### config.mk
export PLATFORM = sky130hd
export DESIGN_NAME = signed_radix_digit_emitter_unit
export DESIGN_NICKNAME = d
export VERILOG_FILES = /design/src/hdl/srde_pkg.sv /design/src/hdl/srde_ram.sv /design/src/hdl/signed_radix_digit_emitter_unit.sv
export VERILOG_INCLUDE_DIRS = /design/src /design/src/hdl
export SDC_FILE = /design/constraint.sdc
export NUM_CORES = 1
export LEC_CHECK = 0
export BUFFER_PORTS_ARGS = -buffer_cell sky130_fd_sc_hd__buf_2
export CAP_MARGIN = 10
export CORE_ASPECT_RATIO = 1.75
export CORE_MARGIN = 3
export CORE_UTILIZATION = 55
export CTS_CLUSTER_SIZE = 16
export DETAILED_ROUTE_END_ITERATION = 10
export PLACE_DENSITY = 0.72
export SLEW_MARGIN = 15
export SYNTH_ARGS = -nofsm -noshare
export SYNTH_HDL_FRONTEND = slang
export SYNTH_SLANG_ARGS = --single-unit
### constraint.sdc
create_clock -name i_clk -period 35.4 [get_ports i_clk]
set_input_delay 3.54 -clock i_clk [delete_from_list [all_inputs] [get_ports i_clk]]
set_output_delay 3.54 -clock i_clk [all_outputs]
set_load 0.05 [all_outputs]
### src/hdl/assert_macros.svh
// ----------------------------------------------------------------------------
// Assertion macros
// Concurrent assertion forms used by the RTL module of this block.
// ----------------------------------------------------------------------------
`ifndef ASSERT_MACROS_SVH
`define ASSERT_MACROS_SVH

// The condition holds at every clock edge outside reset.
`define ASSERT_ALWAYS(label, clk, rst_n, cond, msg) \
    label: assert property (@(posedge clk) disable iff (!rst_n) (cond)) \
        else $error(msg);

// The consequent holds at the same edge as the antecedent.
`define ASSERT_IMPLIES(label, clk, rst_n, ante, cons, msg) \
    label: assert property (@(posedge clk) disable iff (!rst_n) (ante) |-> (cons)) \
        else $error(msg);

// The consequent holds at the edge after the antecedent.
`define ASSERT_NEXT(label, clk, rst_n, ante, cons, msg) \
    label: assert property (@(posedge clk) disable iff (!rst_n) (ante) |=> (cons)) \
        else $error(msg);

`endif

### src/hdl/srde_pkg.sv
// ----------------------------------------------------------------------------
// srde_pkg
// Types, constants and helper functions of the signed radix digit emitter.
// ----------------------------------------------------------------------------
package srde_pkg;

    localparam int VALUE_BITS_DEF = 32;
    localparam int MAX_BASE_DEF   = 16;

    localparam int ALPHA_W     = 64;
    localparam int ALPHA_CHARS = 16;
    localparam int BASE_W      = 5;
    localparam int CHAR_W      = 8;
    localparam int CHUNK_W     = 8;
    localparam int CFG_IDX_W   = 2;

    typedef logic [CHAR_W-1:0] t_char;

    localparam t_char MINUS_CHAR = 8'h2D;
    localparam t_char PLUS_CHAR  = 8'h2B;

    localparam logic [CFG_IDX_W-1:0] CFG_ALPHA_LOW  = 2'd0;
    localparam logic [CFG_IDX_W-1:0] CFG_ALPHA_HIGH = 2'd1;
    localparam logic [CFG_IDX_W-1:0] CFG_BASE_SIZE  = 2'd2;

    function automatic t_char alpha_char(input logic [ALPHA_W-1:0] lo,
                                         input logic [ALPHA_W-1:0] hi,
                                         input logic [3:0] idx);
        logic [2*ALPHA_W-1:0] a;
        a = {hi, lo};
        return a[{idx, 3'b000} +: CHAR_W];
    endfunction

    function automatic logic alphabet_ok(input logic [ALPHA_W-1:0] lo,
                                         input logic [ALPHA_W-1:0] hi,
                                         input logic [BASE_W-1:0] base,
                                         input logic [BASE_W-1:0] max_base);
        logic  ok;
        t_char ci;
        ok = (base >= BASE_W'(2)) && (base <= max_base);
        for (int i = 0; i < ALPHA_CHARS; i++) begin
            ci = alpha_char(lo, hi, 4'(i));
            if (BASE_W'(i) < base) begin
                if (ci == PLUS_CHAR || ci == MINUS_CHAR) begin
                    ok = 1'b0;
                end
                for (int j = i + 1; j < ALPHA_CHARS; j++) begin
                    if (BASE_W'(j) < base && alpha_char(lo, hi, 4'(j)) == ci) begin
                        ok = 1'b0;
                    end
                end
            end
        end
        return ok;
    endfunction

endpackage

### src/hdl/srde_ram.sv
// ----------------------------------------------------------------------------
// srde_ram
// Generic single write port, single read port RAM with registered read data.
// ----------------------------------------------------------------------------
module srde_ram #(
    parameter int WIDTH = 4,
    parameter int DEPTH = 32
) (
    input  logic                     i_clk,
    input  logic                     i_we,
    input  logic [$clog2(DEPTH)-1:0] i_waddr,
    input  logic [WIDTH-1:0]         i_wdata,
    input  logic [$clog2(DEPTH)-1:0] i_raddr,
    output logic [WIDTH-1:0]         o_rdata
);

    logic [WIDTH-1:0] r_mem [DEPTH];
    logic [WIDTH-1:0] r_rdata;

    always_ff @(posedge i_clk) begin
        if (i_we) begin
            r_mem[i_waddr] <= i_wdata;
        end
        r_rdata <= r_mem[i_raddr];
    end

    assign o_rdata = r_rdata;

endmodule

### src/hdl/signed_radix_digit_emitter_unit.sv
// ----------------------------------------------------------------------------
// signed_radix_digit_emitter_unit
// Renders a signed number as text in a configured radix, most significant
// digit first, with a leading minus sign for negative numbers.
//
//   channel  direction  handshake                 payload
//   input    in         i_valid / o_ready         i_number
//   output   out        o_valid / i_ready         o_character, o_last
//   config   in         i_cfg_valid / o_cfg_ready i_cfg_index, i_cfg_data
//
// Each digit is found in the shared remainder unit, which handles eight
// dividend bits per cycle. Each character then takes a digit buffer read
// and a load of the output register; a minus sign takes only the load.
// Reset is synchronous and active low; no clearing pass is needed.
// A stalled output holds the sequencer until the output register is free.
// ----------------------------------------------------------------------------
module signed_radix_digit_emitter_unit #(
    parameter int VALUE_BITS = srde_pkg::VALUE_BITS_DEF,
    parameter int MAX_BASE   = srde_pkg::MAX_BASE_DEF
) (
    input  logic                            i_clk,
    input  logic                            i_rst_n,
    input  logic                            i_valid,
    output logic                            o_ready,
    input  logic signed [VALUE_BITS-1:0]    i_number,
    output logic                            o_valid,
    input  logic                            i_ready,
    output srde_pkg::t_char                 o_character,
    output logic                            o_last,
    input  logic                            i_cfg_valid,
    output logic                            o_cfg_ready,
    input  logic [srde_pkg::CFG_IDX_W-1:0]  i_cfg_index,
    input  logic [srde_pkg::ALPHA_W-1:0]    i_cfg_data
);

    import srde_pkg::*;

    `include "assert_macros.svh"

    localparam int STEPS = (VALUE_BITS + CHUNK_W - 1) / CHUNK_W;
    localparam int MAG_W = STEPS * CHUNK_W;
    localparam int SC_W  = (STEPS > 1) ? $clog2(STEPS) : 1;
    localparam int CNT_W = $clog2(VALUE_BITS + 1);
    localparam int AW    = $clog2(VALUE_BITS);
    localparam int DW    = (MAX_BASE > 2) ? $clog2(MAX_BASE) : 1;

    localparam logic [2:0] ST_IDLE = 3'd0;
    localparam logic [2:0] ST_DIV  = 3'd1;
    localparam logic [2:0] ST_SIGN = 3'd2;
    localparam logic [2:0] ST_RD   = 3'd3;
    localparam logic [2:0] ST_WR   = 3'd4;

    logic [ALPHA_W-1:0] r_alpha_lo, r_alpha_hi;
    logic [BASE_W-1:0]  r_base;
    logic               r_alpha_ok;
    logic               r_cfg_hold;

    logic [2:0]       r_state, n_state;
    logic             r_neg, n_neg;
    logic [MAG_W-1:0] r_mag, n_mag;
    logic [DW-1:0]    r_rem, n_rem;
    logic [SC_W-1:0]  r_step, n_step;
    logic [CNT_W-1:0] r_cnt, n_cnt;
    logic             r_out_valid, n_out_valid;
    t_char            r_char, n_char;
    logic             r_last, n_last;

    logic                  in_acc;
    logic                  out_free;
    logic [CHUNK_W-1:0]    q_bits;
    logic [DW-1:0]         rem_fin;
    logic [BASE_W-1:0]     t_ext;
    logic [VALUE_BITS-1:0] mag_in;
    logic [MAG_W-1:0]      mag_shift;
    logic                  ram_we;
    logic [AW-1:0]         ram_raddr;
    logic [DW-1:0]         ram_q;

    assign o_cfg_ready = 1'b1;
    assign o_ready     = (r_state == ST_IDLE) && !r_cfg_hold;
    assign in_acc      = i_valid && o_ready;
    assign out_free    = !r_out_valid || i_ready;
    assign o_valid     = r_out_valid;
    assign o_character = r_char;
    assign o_last      = r_last;

    always_ff @(posedge i_clk) begin
        if (!i_rst_n) begin
            r_alpha_lo <= '0;
            r_alpha_hi <= '0;
            r_base     <= '0;
            r_alpha_ok <= 1'b0;
            r_cfg_hold <= 1'b0;
        end else begin
            if (i_cfg_valid) begin
                case (i_cfg_index)
                    CFG_ALPHA_LOW:  r_alpha_lo <= i_cfg_data;
                    CFG_ALPHA_HIGH: r_alpha_hi <= i_cfg_data;
                    CFG_BASE_SIZE:  r_base     <= i_cfg_data[BASE_W-1:0];
                    default: begin
                    end
                endcase
            end
            r_cfg_hold <= i_cfg_valid;
            r_alpha_ok <= alphabet_ok(r_alpha_lo, r_alpha_hi, r_base, BASE_W'(MAX_BASE));
        end
    end

    // Eight restoring steps of the shared remainder unit on the top chunk.
    always_comb begin
        rem_fin = r_rem;
        q_bits  = '0;
        t_ext   = '0;
        for (int b = CHUNK_W - 1; b >= 0; b--) begin
            t_ext = BASE_W'({rem_fin, r_mag[MAG_W - CHUNK_W + b]});
            if (t_ext >= r_base) begin
                t_ext     = t_ext - r_base;
                q_bits[b] = 1'b1;
            end
            rem_fin = t_ext[DW-1:0];
        end
        mag_shift = (r_mag << CHUNK_W) | MAG_W'(q_bits);
    end

    assign mag_in = i_number[VALUE_BITS-1] ? (~i_number + 1'b1) : i_number;

    always_comb begin
        n_state     = r_state;
        n_neg       = r_neg;
        n_mag       = r_mag;
        n_rem       = r_rem;
        n_step      = r_step;
        n_cnt       = r_cnt;
        n_out_valid = r_out_valid && !i_ready;
        n_char      = r_char;
        n_last      = r_last;
        ram_we      = 1'b0;
        case (r_state)
            ST_IDLE: begin
                if (in_acc && r_alpha_ok) begin
                    n_neg   = i_number[VALUE_BITS-1];
                    n_mag   = MAG_W'(mag_in);
                    n_rem   = '0;
                    n_step  = '0;
                    n_cnt   = '0;
                    n_state = ST_DIV;
                end
            end
            ST_DIV: begin
                n_mag = mag_shift;
                n_rem = rem_fin;
                if (r_step == SC_W'(STEPS - 1)) begin
                    ram_we = 1'b1;
                    n_cnt  = r_cnt + 1'b1;
                    n_rem  = '0;
                    n_step = '0;
                    if (mag_shift == '0 || n_cnt >= CNT_W'(VALUE_BITS)) begin
                        n_state = r_neg ? ST_SIGN : ST_RD;
                    end
                end else begin
                    n_step = r_step + 1'b1;
                end
            end
            ST_SIGN: begin
                if (out_free) begin
                    n_out_valid = 1'b1;
                    n_char      = MINUS_CHAR;
                    n_last      = 1'b0;
                    n_state     = ST_RD;
                end
            end
            ST_RD: begin
                n_state = ST_WR;
            end
            ST_WR: begin
                if (out_free) begin
                    n_out_valid = 1'b1;
                    n_char      = alpha_char(r_alpha_lo, r_alpha_hi, 4'(ram_q));
                    n_last      = (r_cnt == CNT_W'(1));
                    n_cnt       = r_cnt - 1'b1;
                    n_state     = (r_cnt == CNT_W'(1)) ? ST_IDLE : ST_RD;
                end
            end
            default: begin
                n_state = ST_IDLE;
            end
        endcase
    end

    always_ff @(posedge i_clk) begin
        if (!i_rst_n) begin
            r_state     <= ST_IDLE;
            r_out_valid <= 1'b0;
            r_cnt       <= '0;
            r_step      <= '0;
            r_neg       <= 1'b0;
            r_mag       <= '0;
        end else begin
            r_state     <= n_state;
            r_out_valid <= n_out_valid;
            r_cnt       <= n_cnt;
            r_step      <= n_step;
            r_neg       <= n_neg;
            r_mag       <= n_mag;
        end
    end

    always_ff @(posedge i_clk) begin
        r_rem  <= n_rem;
        r_char <= n_char;
        r_last <= n_last;
    end

    assign ram_raddr = AW'(r_cnt - 1'b1);

    srde_ram #(
        .WIDTH (DW),
        .DEPTH (VALUE_BITS)
    ) u_digits (
        .i_clk   (i_clk),
        .i_we    (ram_we),
        .i_waddr (r_cnt[AW-1:0]),
        .i_wdata (rem_fin),
        .i_raddr (ram_raddr),
        .o_rdata (ram_q)
    );

    `ASSERT_ALWAYS(a_cnt_bound, i_clk, i_rst_n, r_cnt <= CNT_W'(VALUE_BITS), "digit count overflow")
    `ASSERT_IMPLIES(a_emit_cnt, i_clk, i_rst_n, r_state == ST_RD || r_state == ST_WR, r_cnt != '0, "emit with no digits")
    `ASSERT_NEXT(a_last_char, i_clk, i_rst_n, r_state == ST_WR && out_free && r_cnt == CNT_W'(1), r_state == ST_IDLE && o_valid && o_last, "final character not flagged")
    `ASSERT_NEXT(a_bad_alpha, i_clk, i_rst_n, in_acc && !r_alpha_ok, r_state == ST_IDLE, "invalid alphabet started work")

endmodule

# Yosys cells after proc, flatten, opt, wreduce, memory -nomap -nowiden
# Memory sizes are Yosys's and may differ from the RTL's. A register that Yosys moved wholly into a read port is not among the register bits.
# Index checks and enable logic that the tools add are counted.
[totals] elab_cells=588 mem_bits_rw=128 n_memories=1 inputBits=103 output_inout_bits=12 reg_bits=193
[classes] eq_ne=165 bitwise_logic=2 n_reduce_logical=161 magnitude_cmp=27 add_sub_neg=12 mux=205 shifts=1
[mem_list] memory="u_digits.r_mem" depth=32 width=4 read_ports=1 rd_clocked_by_memory_dff=1 wr=1 line_no="srde_ram.sv:17" source="logic [WIDTH-1:0] r_mem [DEPTH];"
[op_table] operator="== test 8 bit" count=120
[op_table] operator="== test 8 x 6 -> 1 bit, second input constant" count=32
[op_table] operator="2-to-1 mux 1 bit" count=173
[op_table] operator="variable part select 128 x 8 -> 8 bit" count=1
[op_table] operator="logical AND 1 bit" count=125
[op_table] operator="2-to-1 mux 32 bit" count=2
[op_table] operator="one-hot mux 32 bit (2 select lines)" count=1
[op_table] operator=">= comparator 5 bit" count=8
[op_table] operator="less-than comparator 4 x 5 -> 1 bit, first input constant" count=8
[op_table] operator="2-to-1 mux 4 bit" count=10
[op_table] operator="adder 32 x 1 -> 32 bit, second input constant" count=1
[op_table] operator="zero test 32 bit" count=1
[op_table] operator="inverter 32 bit" count=1
[op_table] operator="bitwise OR 32 x 8 -> 32 bit" count=1
[op_table] operator="subtractor 4 bit" count=8
[op_table] operator="less-than comparator 3 x 5 -> 1 bit, first input constant" count=4
[op_table] operator="logical OR 1 bit" count=18
[op_table] operator="2-to-1 mux 6 bit" count=3
[op_table] operator="one-hot mux 6 bit (3 select lines)" count=1
[op_table] operator="2-to-1 mux 8 bit" count=2
[op_table] operator="one-hot mux 8 bit (2 select lines)" count=1
[op_table] operator="2-to-1 mux 3 bit" count=5
[op_table] operator="one-hot mux 3 bit (5 select lines)" count=1
[op_table] operator="less-than comparator 1 x 5 -> 1 bit, first input constant" count=2
[op_table] operator="29 further kinds" count=44

# Depth between registers and ports, before layout
[depth] word_depth=158 mapped_depth=61 mapped_depth_nobuf=55

# Hierarchy
# Synthesis repeated with hierarchy kept, for this count alone.
[hier_totals] cells_unflattened=3168 area_unflattened_um2=28627.5
[modules_own_cells] mod="signed_radix_digit_emitter_unit" seq_area_each_um2=3993.8 instances=1 area_each_um2=23488.8 cells_each=2937
[modules_own_cells] mod="srde_ram" seq_area_each_um2=3923.8 instances=1 area_each_um2=5138.7 cells_each=231

# Worst setup path after synthesis
# Ideal clock, no wire load.
[synth_timing] path_type="register -> register" startpoint="register r_base[1]" endpoint="register r_rem[1], data pin" synth_period_minus_slack_ps=13239 path_stages_with_launch=62 n_path_buf=8 required_time_ps=35240 slack_ps=22161 setup_time_ps=160 arrival_ps=13079 path_cell_list="dfxtp_1 buf_2 inv_1 ha_1 a21o_1 a21o_1 a21o_1 a21o_1 clkbuf_1 mux2i_1 ha_1 a21o_1 a21o_1 a21o_1 a21o_1 clkbuf_1 mux2i_1 ha_1 [26 not listed] clkbuf_1 and2_0 a211o_1 ha_1 a21o_1 a21o_1 clkbuf_1 mux2_2 inv_1 ha_1 a21o_1 a21o_1 a21o_1 a21o_1 clkbuf_1 inv_1 mux2i_1 nor3b_1"
[synth_between] elab_chain_cells=18 elab_cells_between_ends=26 cone_classes="8 x add/sub; 8 x order compare; 10 x mux"
[synth_lines] item="start: declaration" line_no="signed_radix_digit_emitter_unit.sv:54" source="logic [BASE_W-1:0] r_base;"
[synth_lines] item="start signal: assignment" line_no="signed_radix_digit_emitter_unit.sv:99" source="CFG_BASE_SIZE: r_base <= i_cfg_data[BASE_W-1:0];"
[synth_lines] item="subtractor 4 bit or >= comparator 5 bit (tied branches)" line_no="signed_radix_digit_emitter_unit.sv:117, signed_radix_digit_emitter_unit.sv:116"
[synth_lines] item="2-to-1 mux 4 bit" line_no="signed_radix_digit_emitter_unit.sv:116" source="if (t_ext >= r_base) begin"
[synth_lines] item="subtractor 4 bit or >= comparator 5 bit (tied branches)" line_no="signed_radix_digit_emitter_unit.sv:117, signed_radix_digit_emitter_unit.sv:116"
[synth_lines] item="2-to-1 mux 4 bit" line_no="signed_radix_digit_emitter_unit.sv:116"
[synth_lines] item="subtractor 4 bit or >= comparator 5 bit (tied branches)" line_no="signed_radix_digit_emitter_unit.sv:117, signed_radix_digit_emitter_unit.sv:116"
[synth_lines] item="2-to-1 mux 4 bit" line_no="signed_radix_digit_emitter_unit.sv:116"
[synth_lines] item=">= comparator 5 bit or subtractor 4 bit (tied branches)" line_no="signed_radix_digit_emitter_unit.sv:116, signed_radix_digit_emitter_unit.sv:117"
[synth_lines] item="2-to-1 mux 4 bit" line_no="signed_radix_digit_emitter_unit.sv:116"
[synth_lines] item="[3 not listed]"
[synth_lines] item="2-to-1 mux 4 bit" line_no="signed_radix_digit_emitter_unit.sv:116"
[synth_lines] item=">= comparator 5 bit or subtractor 4 bit (tied branches)" line_no="signed_radix_digit_emitter_unit.sv:116, signed_radix_digit_emitter_unit.sv:117"
[synth_lines] item="2-to-1 mux 4 bit" line_no="signed_radix_digit_emitter_unit.sv:116"
[synth_lines] item="subtractor 4 bit or >= comparator 5 bit (tied branches)" line_no="signed_radix_digit_emitter_unit.sv:117, signed_radix_digit_emitter_unit.sv:116"
[synth_lines] item="2-to-1 mux 4 bit (*)" line_no="signed_radix_digit_emitter_unit.sv:116"
[synth_lines] item="via t_ext[1]" line_no="signed_radix_digit_emitter_unit.sv:72" source="logic [BASE_W-1:0] t_ext;"
[synth_lines] item="2-to-1 mux 4 bit (*)" line_no="signed_radix_digit_emitter_unit.sv:152" source="if (r_step == SC_W'(STEPS - 1)) begin"
[synth_lines] item="one-hot mux 4 bit (2 select lines) (*)" line_no="signed_radix_digit_emitter_unit.sv:138" source="case (r_state)"
[synth_lines] item="end signal: assignment" line_no="signed_radix_digit_emitter_unit.sv:209" source="r_rem <= n_rem;"
[synth_lines] item="end: declaration" line_no="signed_radix_digit_emitter_unit.sv:61" source="logic [DW-1:0] r_rem, n_rem;"
# Mark *: on every way through the listed nets, which the timed path passes. The rest lies on a longest branch.
# A chain may end at the register's enable or synchronous reset.

# Final worst setup path
[layout_timing] startpoint="register r_base[2]" endpoint="memory u_digits.r_mem[20][2], data pin"
[layout_between] elab_chain_cells=16 elab_cells_between_ends=24 cone_classes="8 x add/sub; 8 x order compare; 8 x mux"
[layout_lines] item="subtractor 4 bit or >= comparator 5 bit (tied branches)" line_no="signed_radix_digit_emitter_unit.sv:117, signed_radix_digit_emitter_unit.sv:116"
[layout_lines] item="2-to-1 mux 4 bit" line_no="signed_radix_digit_emitter_unit.sv:116"
[layout_lines] item="subtractor 4 bit or >= comparator 5 bit (tied branches)" line_no="signed_radix_digit_emitter_unit.sv:117, signed_radix_digit_emitter_unit.sv:116"
[layout_lines] item="2-to-1 mux 4 bit" line_no="signed_radix_digit_emitter_unit.sv:116"
[layout_lines] item=">= comparator 5 bit or subtractor 4 bit (tied branches)" line_no="signed_radix_digit_emitter_unit.sv:116, signed_radix_digit_emitter_unit.sv:117"
[layout_lines] item="2-to-1 mux 4 bit" line_no="signed_radix_digit_emitter_unit.sv:116"
[layout_lines] item="subtractor 4 bit or >= comparator 5 bit (tied branches)" line_no="signed_radix_digit_emitter_unit.sv:117, signed_radix_digit_emitter_unit.sv:116"
[layout_lines] item="2-to-1 mux 4 bit" line_no="signed_radix_digit_emitter_unit.sv:116"
[layout_lines] item="subtractor 4 bit or >= comparator 5 bit (tied branches)" line_no="signed_radix_digit_emitter_unit.sv:117, signed_radix_digit_emitter_unit.sv:116"
[layout_lines] item="2-to-1 mux 4 bit" line_no="signed_radix_digit_emitter_unit.sv:116"
[layout_lines] item="subtractor 4 bit or >= comparator 5 bit (tied branches)" line_no="signed_radix_digit_emitter_unit.sv:117, signed_radix_digit_emitter_unit.sv:116"
[layout_lines] item="2-to-1 mux 4 bit" line_no="signed_radix_digit_emitter_unit.sv:116"
[layout_lines] item=">= comparator 5 bit or subtractor 4 bit (tied branches)" line_no="signed_radix_digit_emitter_unit.sv:116, signed_radix_digit_emitter_unit.sv:117"
[layout_lines] item="2-to-1 mux 4 bit" line_no="signed_radix_digit_emitter_unit.sv:116"
[layout_lines] item="subtractor 4 bit or >= comparator 5 bit (tied branches)" line_no="signed_radix_digit_emitter_unit.sv:117, signed_radix_digit_emitter_unit.sv:116"
[layout_lines] item="2-to-1 mux 4 bit (*)" line_no="signed_radix_digit_emitter_unit.sv:116"
[layout_lines] item="via t_ext[2]" line_no="signed_radix_digit_emitter_unit.sv:72"
[layout_lines] item="end: declaration" line_no="srde_ram.sv:17"
# Marks and branches as above.

==> flow_summary.json <==
{
  "status": "finished, final reports clean",
  "die_height_um": 309,
  "syn_area_per_cell_sq_um": 9.05,
  "syn_nets": 3340,
  "clock_path_buffers": 3,
  "cts_hold_buf": 0,
  "synth_compound_area_frac": 0.0948,
  "drt_iter0_drc": 2752,
  "drive_gt1_frac": 0.142,
  "cts.sinks": 325,
  "fp.dieW_um": 179,
  "cts_resized": 0,
  "async_reset_ff_frac": 0,
  "critical-path-top-delay-family": "compound AO/OA/AOI/OAI gates",
  "synthMuxAreaShare": 0.0725,
  "synth_warnings": 0,
  "synth-simple-area-share": 0.159,
  "grt_antenna_before_repair": 11,
  "leakage_nw": 11.4,
  "end_kind": "flop",
  "fin_area_sq_um": 31000,
  "drcViolationCount": 0,
  "power.density_cell_area_nw_per_um2": 77.6,
  "synth.area.top_cells": "xnor2_1, edfxtp_1, dfxtp_1",
  "area_delta_synth_final_pct": 7.50,
  "cts_tree": "done",
  "gp_congestion": 1.07,
  "drt-vias-per-instance": 6.74,
  "maxSlewHeadroom": 0.162,
  "synth-xor-area-share": 0.311,
  "portBuffers": 113,
  "syn_area_sq_um": 28800,
  "fin_skew_ns": 0.0253,
  "hp-class": "flop to flop",
  "fmax_mhz": 70.6,
  "start_util": 0.558,
  "rows": 110,
  "cpMaxStageDelayCell": "dfxtp_1",
  "finalSetupTns_ns": 0,
  "cp_common_cell": "a21o_1",
  "grt_overflow": 0,
  "ir_worst_vdd_mv": 0.262,
  "critical_path_buf_inv_count": 5,
  "period_needed_ns": 14.16,
  "drtAntennaViolNets": 0,
  "hold_violations": 0,
  "crit_path_start": "r_base[2]",
  "post-route-util": 0.600,
  "core_sq_um": 51600,
  "finalCritPeriodShare": 0.400,
  "synth_sequential_area_ratio": 0.275,
  "dpl-instance-area_sq_um": 29800,
  "io_pins": 115,
  "synth_top_family_by_area": "XOR/XNOR gates",
  "timing.rr.start": "r_base[2]",
  "cp_max_fo": 32,
  "grt_pass1_wl_um": 166000,
  "synth.most_common_cell": "xnor2_1",
  "crit_type": "flop to flop",
  "p_total_mw": 2.40,
  "grt_max_degree": 70,
  "synth_ff_type": "dfxtp_1",
  "fin_nets": 3282,
  "yosysTopAreaCellShare": 0.211,
  "htree_num_levels": 1,
  "netlist_instances": 3182,
  "drv_slew": 0,
  "grt_pass1_vias": 26300,
  "synth-edff-count": 141,
  "synth-adder-area-share": 0.0260,
  "tightest_slew_ns": 1.24,
  "synth.distinct_cells": 75,
  "cp_data_required_time_ns": 35.73,
  "synth_seq_cells": 325,
  "clkLatencyLatePin_ns": 0.65,
  "place_hpwl_um": 71900,
  "cp.arrival_ns": 14.49,
  "routedWlPerCell_um": 28.9,
  "setup_viol": 0,
  "clkSlewWorstSetupHoldPaths_ns": 0.07,
  "cts_root_buffer": "clkbuf_16",
  "rsz0062_at_grt": "false",
  "yosysTopAreaCell": "xnor2_1",
  "worstHoldStart": "r_alpha_hi[3]",
  "die_area_sq_um": 55300,
  "max_stage_delay_ns": 0.76,
  "postCtsSetupRepairBufs": 0,
  "numCtsBuffers": 31,
  "first_pass_iters": 8,
  "yosys-top-cells-count": "xnor2_1, xor2_1, nand2_1",
  "worst_setup_path_start_kind": "flop",
  "vias": 25800,
  "wirelength_um": 111000,
  "grtUsageTotal": 0.404,
  "maxCapViolCount": 0
}
==> state kept, by name, indices dropped and copies added, names as in the netlist, 5 cells and up <==
signal	flops
o_character	8
r_alpha_hi	64
r_alpha_lo	64
r_base	5
r_cnt	6
r_mag	32
u_digits.r_mem	128
==> per-stage QoR <==
stage | hold slack [ns] | instances | setup WS, ns
floorplan | 0.444 | 3182 | 22.16
global placement | 0.451 | 3762 | 21.38
detailed placement | 0.459 | 3762 | 21.04
CTS | 0.467 | 3820 | 20.98
global route | 0.491 | 3823 | 20.23
finish | 0.465 | 3831 | 21.24
==> kinds of logic (layout without fill, tap and decap cells) <==
kind of cell    count (synthesis)  after routing
compound gates                382            382
xor+xnor                     1023           1023
fa+ha+maj                      55             55
buf+inv                       401            368
flops                         325            325
mux                           107            107
other cells                     1             11
simple gates                  888            888
==> layout by cell type, fill, tap and decap left out, types with 10 or more instances in the layout <==
master,instances
nand2b_1,20
buf_4,158
buf_2,112
a21oi_1,31
nor2b_1,18
clkbuf_16,31
mux2_2,13
nand3_1,35
edfxtp_1,141
nand2_1,298
xnor2_1,693
mux4_2,80
nor3_1,79
nor2_1,68
mux2i_1,12
diode_2,10
a21boi_0,132
a31oi_1,29
nor4_1,103
or3_1,11
nor4b_1,10
o31ai_1,15
a21o_1,42
inv_1,38
a22oi_1,25
xor2_1,330
dfxtp_1,182
ha_1,47
nand4_1,171
and2_1,35
o21ai_0,42
==> tightest hold or removal path: cells and delay by family (launching register included) <==
kind,cells,cell delay (ns)
flip-flops,1,0.31
AND/OR/NAND/NOR,1,0.05
AO/OA/AOI/OAI,1,0.06
==> worst paths after layout <==
kind | end | cells after the start | slack (ns)
min | r_alpha_hi[3] | 2 | 0.47
max reg2reg | u_digits.r_mem[20][2] | 52 | 21.24
max | u_digits.r_mem[20][2] | 52 | 21.24
min reg2reg | r_alpha_hi[3] | 2 | 0.47
==> power breakdown <==
group	internal, mW	switching, mW
registers	0.892	0.00541
clock network	0.204	0.157
logic	0.328	0.815
==> cell type report <==
| cell class | instances | area (sq um) |
|---|---|---|
| repair buffers | 271 | 1770 |
| multi-input cells | 2456 | 19200 |
| flip-flops and latches | 325 | 7920 |
| diodes | 10 | 25.0 |
| well taps | 672 | 841 |
| clock buffers | 41 | 873 |
| clock inverters | 17 | 216 |
| fillers | 4439 | 20700 |
| inverters | 39 | 146 |
==> layer usage <==
metal | global-route usage | routed length [um]
met5 | 0.00355 | 13
met3 | 0.121 | 11700
met1 | 0.434 | 35800
met2 | 0.644 | 51300
met4 | 0.341 | 11900
(Power assumes the default switching activity.)
